**src/design/iprg_pkg.sv**
```systemverilog
`default_nettype none
package iprg_pkg;

  // fixed field widths
  localparam int PW    = 7;   // part value / part_total
  localparam int XW    = 6;   // part index
  localparam int CW    = 21;  // counts and ranks
  localparam int NPART = 64;  // depth of the parts store

  // request codes on the input channel
  localparam logic [1:0] REQ_BUILD = 2'd0;
  localparam logic [1:0] REQ_SEEK  = 2'd1;
  localparam logic [1:0] REQ_ADV   = 2'd2;

  // result status codes
  localparam logic [1:0] ST_OK        = 2'd0;
  localparam logic [1:0] ST_NOT_BUILT = 2'd1;
  localparam logic [1:0] ST_BAD_RANK  = 2'd2;
  localparam logic [1:0] ST_EXHAUSTED = 2'd3;

  typedef enum logic [1:0] {
    K_BUILD = 2'd0,
    K_SEEK  = 2'd1,
    K_ADV   = 2'd2
  } kind_t;

  // classified request handed from the front to the back
  typedef struct packed {
    kind_t          kind;
    logic [CW-1:0]  start_rank;
    logic [CW-1:0]  end_rank;
  } req_t;

endpackage
`default_nettype wire

```
**src/design/iprg_front.sv**
```systemverilog
`default_nettype none
module iprg_front (
  input  wire                 clk,
  input  wire                 rst_n,
  input  wire                 in_tvalid,
  output logic                in_tready,
  input  wire  [1:0]          in_tuser,
  input  wire  [47:0]         in_tdata,
  output logic                q_valid,
  input  wire                 q_ready,
  output iprg_pkg::req_t      q_data
);
  import iprg_pkg::*;

  req_t       fifo_r [2];
  logic       wp_r, rp_r;
  logic [1:0] cnt_r;
  req_t       cls;
  logic       keep, push, pop;

  // classify the request; the unused code is dropped here
  always_comb begin
    cls.start_rank = in_tdata[CW-1:0];
    cls.end_rank   = in_tdata[2*CW-1:CW];
    keep           = 1'b1;
    unique case (in_tuser)
      REQ_BUILD: cls.kind = K_BUILD;
      REQ_SEEK:  cls.kind = K_SEEK;
      REQ_ADV:   cls.kind = K_ADV;
      default: begin
        cls.kind = K_BUILD;
        keep     = 1'b0;
      end
    endcase
  end

  assign in_tready = (cnt_r != 2'd2);
  assign push      = in_tvalid && in_tready && keep;
  assign q_valid   = (cnt_r != 2'd0);
  assign pop       = q_valid && q_ready;
  assign q_data    = fifo_r[rp_r];

  // two-entry queue
  always_ff @(posedge clk) begin
    if (push) fifo_r[wp_r] <= cls;
    if (!rst_n) begin
      wp_r  <= 1'b0;
      rp_r  <= 1'b0;
      cnt_r <= 2'd0;
    end else begin
      if (push) wp_r <= ~wp_r;
      if (pop)  rp_r <= ~rp_r;
      cnt_r <= cnt_r + 2'(push) - 2'(pop);
    end
  end

endmodule
`default_nettype wire

```
**config.mk**
```make
export PLATFORM = sky130hd
export DESIGN_NAME = iprg_front
export DESIGN_NICKNAME = d
export VERILOG_FILES = /design/src/design/iprg_pkg.sv /design/src/design/iprg_front.sv
export SDC_FILE = /design/constraint.sdc
export NUM_CORES = 1
export LEC_CHECK = 0
export CAP_MARGIN = 20
export CORE_UTILIZATION = 55
export DETAILED_ROUTE_END_ITERATION = 16
export DONT_BUFFER_PORTS = 1
export HOLD_SLACK_MARGIN = 0.05
export PLACE_DENSITY = 0.67
export SLEW_MARGIN = 30
export SYNTH_ARGS = -nofsm -noshare
export SYNTH_HDL_FRONTEND = slang
export SYNTH_SLANG_ARGS = --single-unit
```
**constraint.sdc**
```tcl
create_clock -name clk -period 4.65 [get_ports clk]
set_input_delay 0 -clock clk [delete_from_list [all_inputs] [get_ports clk]]
set_output_delay 0 -clock clk [all_outputs]
set_load 0.05 [all_outputs]
```
After elaboration in Yosys (flattened, before gate mapping). Memory sizes are Yosys's and may differ from the RTL's. A register that Yosys moved wholly into a read port is not among the register bits. Index checks and enable logic that the tools add are counted.

Bits in writable memories: 88. Register bits: 4. Word-level logic and storage cells: 23. Output and inout port bits: 46. Input bits: 54. Memories: 1.

Equal/unequal tests: 3. Bitwise operators: 2. Mux-type cells: 6. Add/sub/neg operators: 2. Reductions and logical operators: 6.

Memories: fifo_r (depth 2, width 44, rd ports 1, clocked after memory_dff 1, wr ports 1, RTL line iprg_front.sv:15) `req_t fifo_r [2];`.

Operators with widths (count): $mux 1 (5); $pmux 2 s2 (1); $logic_and 1x1->1 (3); $reduce_or 3->1 (1); $add 2x1->2 (1); $eq 2x1->1 const B (1); $eq 2x2->1 const B (1); $logic_not 2->1 (1); $ne 2x2->1 const B (1); $not 1->1 (2); $reduce_bool 2->1 (1); $sub 2x1->2 (1).

Longest topological paths before layout.
Word-level depth: 6. Gate-level depth with buffers: 6. Gate-level depth less buffers: 6.

Worst setup path before layout. OpenSTA, ideal clock, no wires.

Path kind: register to register. Start: reg cnt_r[0]. End: mem fifo_r[0][0] in the netlist's numbering (enable). Required time: 4.204 ns. Slack: 1.312 ns. Clock period less this slack: 3.338 ns. Arrival time: 2.892 ns. Stages on the path, launching flop included: 4. Library setup time: 0.446 ns. Buffers on the path: 0. Path through: dfxtp_1 nand2b_1 nand2_1 nor2_1.

Longest elaborated chain between the ends: 5.

Ends and longest elaborated chain: from (decl) (RTL line iprg_front.sv:17) `logic [1:0] cnt_r;`; from (signal assigned) (RTL line iprg_front.sv:53) `cnt_r <= cnt_r + 2'(push) - 2'(pop);`; $ne 2x2->1 (RTL line iprg_front.sv:37) `assign in_tready = (cnt_r != 2'd2);`; named net in_tready (RTL line iprg_front.sv:6) `output logic in_tready,`; $logic_and 1x1->1 (2 in series) (RTL line iprg_front.sv:38) `assign push = in_tvalid && in_tready && keep;`; $mux 1 (RTL line iprg_front.sv:45) `if (push) fifo_r[wp_r] <= cls;`; $mux 1 (not written as such) (RTL line iprg_front.sv:45); to (decl) (RTL line iprg_front.sv:15).

The timed path passes the listed nets, and every way through them passes these cells.

Worst setup path in the final report.
Start: reg cnt_r[0]. End: mem fifo_r[0][22] in the netlist's numbering (enable).

Same word-level chain as after synthesis.

==> results.sh <==
export IMPL_outcome="finished, final reports clean"
export IMPL_min_path_cells=4
export IMPL_nNetsFinal=280
export IMPL_grt_pass1_vias=1685
export IMPL_drt_iter0_drc=90
export IMPL_hold_violations=0
export IMPL_r2r_slack_ps=2350
export IMPL_drt_wirelength_per_cell_um=18.0
export IMPL_vias=1619
export IMPL_fin_skew_ps=4.44
export IMPL_syn_cell_area_um2=3470
export IMPL_worst_pin_slew_ps=701
export IMPL_syn_inst=171
export IMPL_fin_crit_sh=0.496
export IMPL_clock_latency_ps=340
export IMPL_ys_async_sr_fraction=0
export IMPL_ys_ff_latch=93
export IMPL_grt_remaining_overflow=0
export IMPL_drcViolationCount=0
export IMPL_via_per_inst=5.31
export IMPL_clock_tree_root_cell="clkbuf_8"
export IMPL_required_ps=4700
export IMPL_numCtsBuffers=9
export IMPL_cp_start_kind="flip-flop"
export IMPL_yosys_most_used_dff="edfxtp_1"
export IMPL_most_common_layout_cells="88 x edfxtp_1, 47 x dlygate4sd3_1, 40 x mux2_1"
export IMPL_clock_fmax_ghz=0.434
export IMPL_rows=28
export IMPL_hold_end="wp_r"
export IMPL_finalWirelength_mm=5.48
export IMPL_synthToLayoutAreaGrowth_pct=22.6
export IMPL_antenna_cells=0
export IMPL_ant_nets=0
export IMPL_cp_arrival_ps=2350
export IMPL_drv_slew=0
export IMPL_h_tree_depth=3
export IMPL_ys_seq_area_frac=0.789
export IMPL_peakVddDrop_v=0.000376
export IMPL_gp_congestion=0.728
export IMPL_postSynthNetCount=226
export IMPL_regToRegEndpoint="fifo_r[0][22]"
export IMPL_core_um2=5990
export IMPL_final_common_cell="edfxtp_1"
export IMPL_setup_worst_path_class="reg2reg"
export IMPL_final_core_util=0.711
export IMPL_p_leak_nw=1.44
export IMPL_drive_above_1_share=0.104
export IMPL_final_setup_viol_count=0
export IMPL_grt_start_max_net_pins=45
export IMPL_period_needed_ps=2300
export IMPL_min_from="in_tuser[1]"
export IMPL_hp_class="in2reg"
export IMPL_die_x_um=81.5
export IMPL_postSynthAreaPerCell_um2=20.3
export IMPL_cts_sinks=93
export IMPL_die_h_um=81.5
export IMPL_maxCapViolations=0
export IMPL_antenna_found_initial=0
export IMPL_endpoint_kind="flip-flop"
export IMPL_cts_tree="yes"
export IMPL_slew_headroom=0.531
export IMPL_tns_ps=0
export IMPL_ctsLongestPathBuffers=2
export IMPL_power_density_nw_per_um2=525
export IMPL_firstDrtPassIters=4
export IMPL_rsz0062_at_grt="false"
export IMPL_initial_core_util=0.580
export IMPL_io_pins=100
export IMPL_grt_pass1_wl_mm=8.10
export IMPL_r2r_start="cnt_r[0]"
export IMPL_crit_fanout=23
export IMPL_r2r_cells=4
export IMPL_yosysWarnings=0
export IMPL_synth_edf_count=88
export IMPL_grt_usage=0.175
export IMPL_die_area_um2=6640
export IMPL_detailed_place_hpwl_mm=3.33
export IMPL_path_clk_slew_ps=80
export IMPL_port_buffers=0
export IMPL_synth_cell_types=23
[routing by layer]
metal | global-route usage | share of wire
met3 | 0.0589 | 0.078
met1 | 0.190 | 0.37
met5 | 0 | 0
met2 | 0.302 | 0.54
met4 | 0.0964 | 0.011
[registers in the layout, summed over array words and instances, names as in the netlist, named ones only]
register	cells
wp_r	1
fifo_r	88
cnt_r	2
rp_r	1
[worst max-delay path, cell delays in order (launching register included)]
cell	delay, ps
dfxtp_1	400
nand2b_1	530
nand2_1	230
nor2_4	590
buf_16	250
[timing repair]
item	CTS	global route
resized for setup	0	0
hold buffers	47	0
endpoints found under the hold margin	93	0
buffers inserted	0	0
[where the power goes]
group	internal (mW)	total [mW]	switching, mW	leakage [nW]
clock network	0.355	0.604	0.249	0.115
registers	1.01	1.06	0.0588	0.858
logic	0.134	0.569	0.436	0.467
[Yosys cell counts, drive strengths merged (2+ instances only)]
| cell type | number | area [um^2] |
|---|---|---|
| a21oi | 2 | 10.0 |
| and2 | 4 | 25.0 |
| buf | 5 | 52.6 |
| dfxtp | 5 | 100 |
| edfxtp | 88 | 2640 |
| mux2 | 44 | 495 |
| nand2 | 4 | 17.5 |
| nand2b | 2 | 12.5 |
| nor2 | 3 | 11.3 |
| nor2b | 2 | 12.5 |
| nor3 | 2 | 10.0 |
| xnor2 | 2 | 17.5 |
[layout make-up]
type | count | area (um^2)
repair buffers | 48 | 498
multi-input cells | 72 | 688
well taps | 75 | 93.8
clock buffers | 11 | 131
inverters | 1 | 3.75
flip-flops and latches | 93 | 2750
clock inverters | 5 | 98.8
fillers | 364 | 1730
[stage by stage]
stage	hold slack, ps	worst slack, ps	total power [mW]	cell area (um^2)	cells
detailed placement	99.0	2330	1.62	3550	242
global route	151	2240	2.31	4260	305
floorplan	98.9	1310	1.57	3470	171
finish	174	2350	2.24	4260	305
CTS	131	2320	2.25	4250	305
global placement	98.9	2200	1.59	3530	241
[worst max path at each step]
| stage | start | to | slack (ps) | cells past startpoint |
|---|---|---|---|---|
| 2_1_floorplan | cnt_r[0] | fifo_r[0][0] | 1310 | 3 |
| 3_3_place_gp | cnt_r[0] | fifo_r[0][9] | 2200 | 3 |
| 3_5_place_dp | cnt_r[0] | fifo_r[1][12] | 2330 | 2 |
| 4_1_cts | cnt_r[0] | fifo_r[1][4] | 2320 | 2 |
| 5_1_grt | cnt_r[0] | fifo_r[0][22] | 2240 | 4 |
| 6_report | cnt_r[0] | fifo_r[0][22] | 2350 | 4 |
[kinds of logic after synthesis]
group           synth area share
compound gates            0.0104
xor+xnor                 0.00504
fa+ha+maj                0.00360
buf+inv                   0.0162
flops                      0.789
mux                        0.145
simple gates              0.0299
Note: power is estimated with default switching activity, not from simulation.
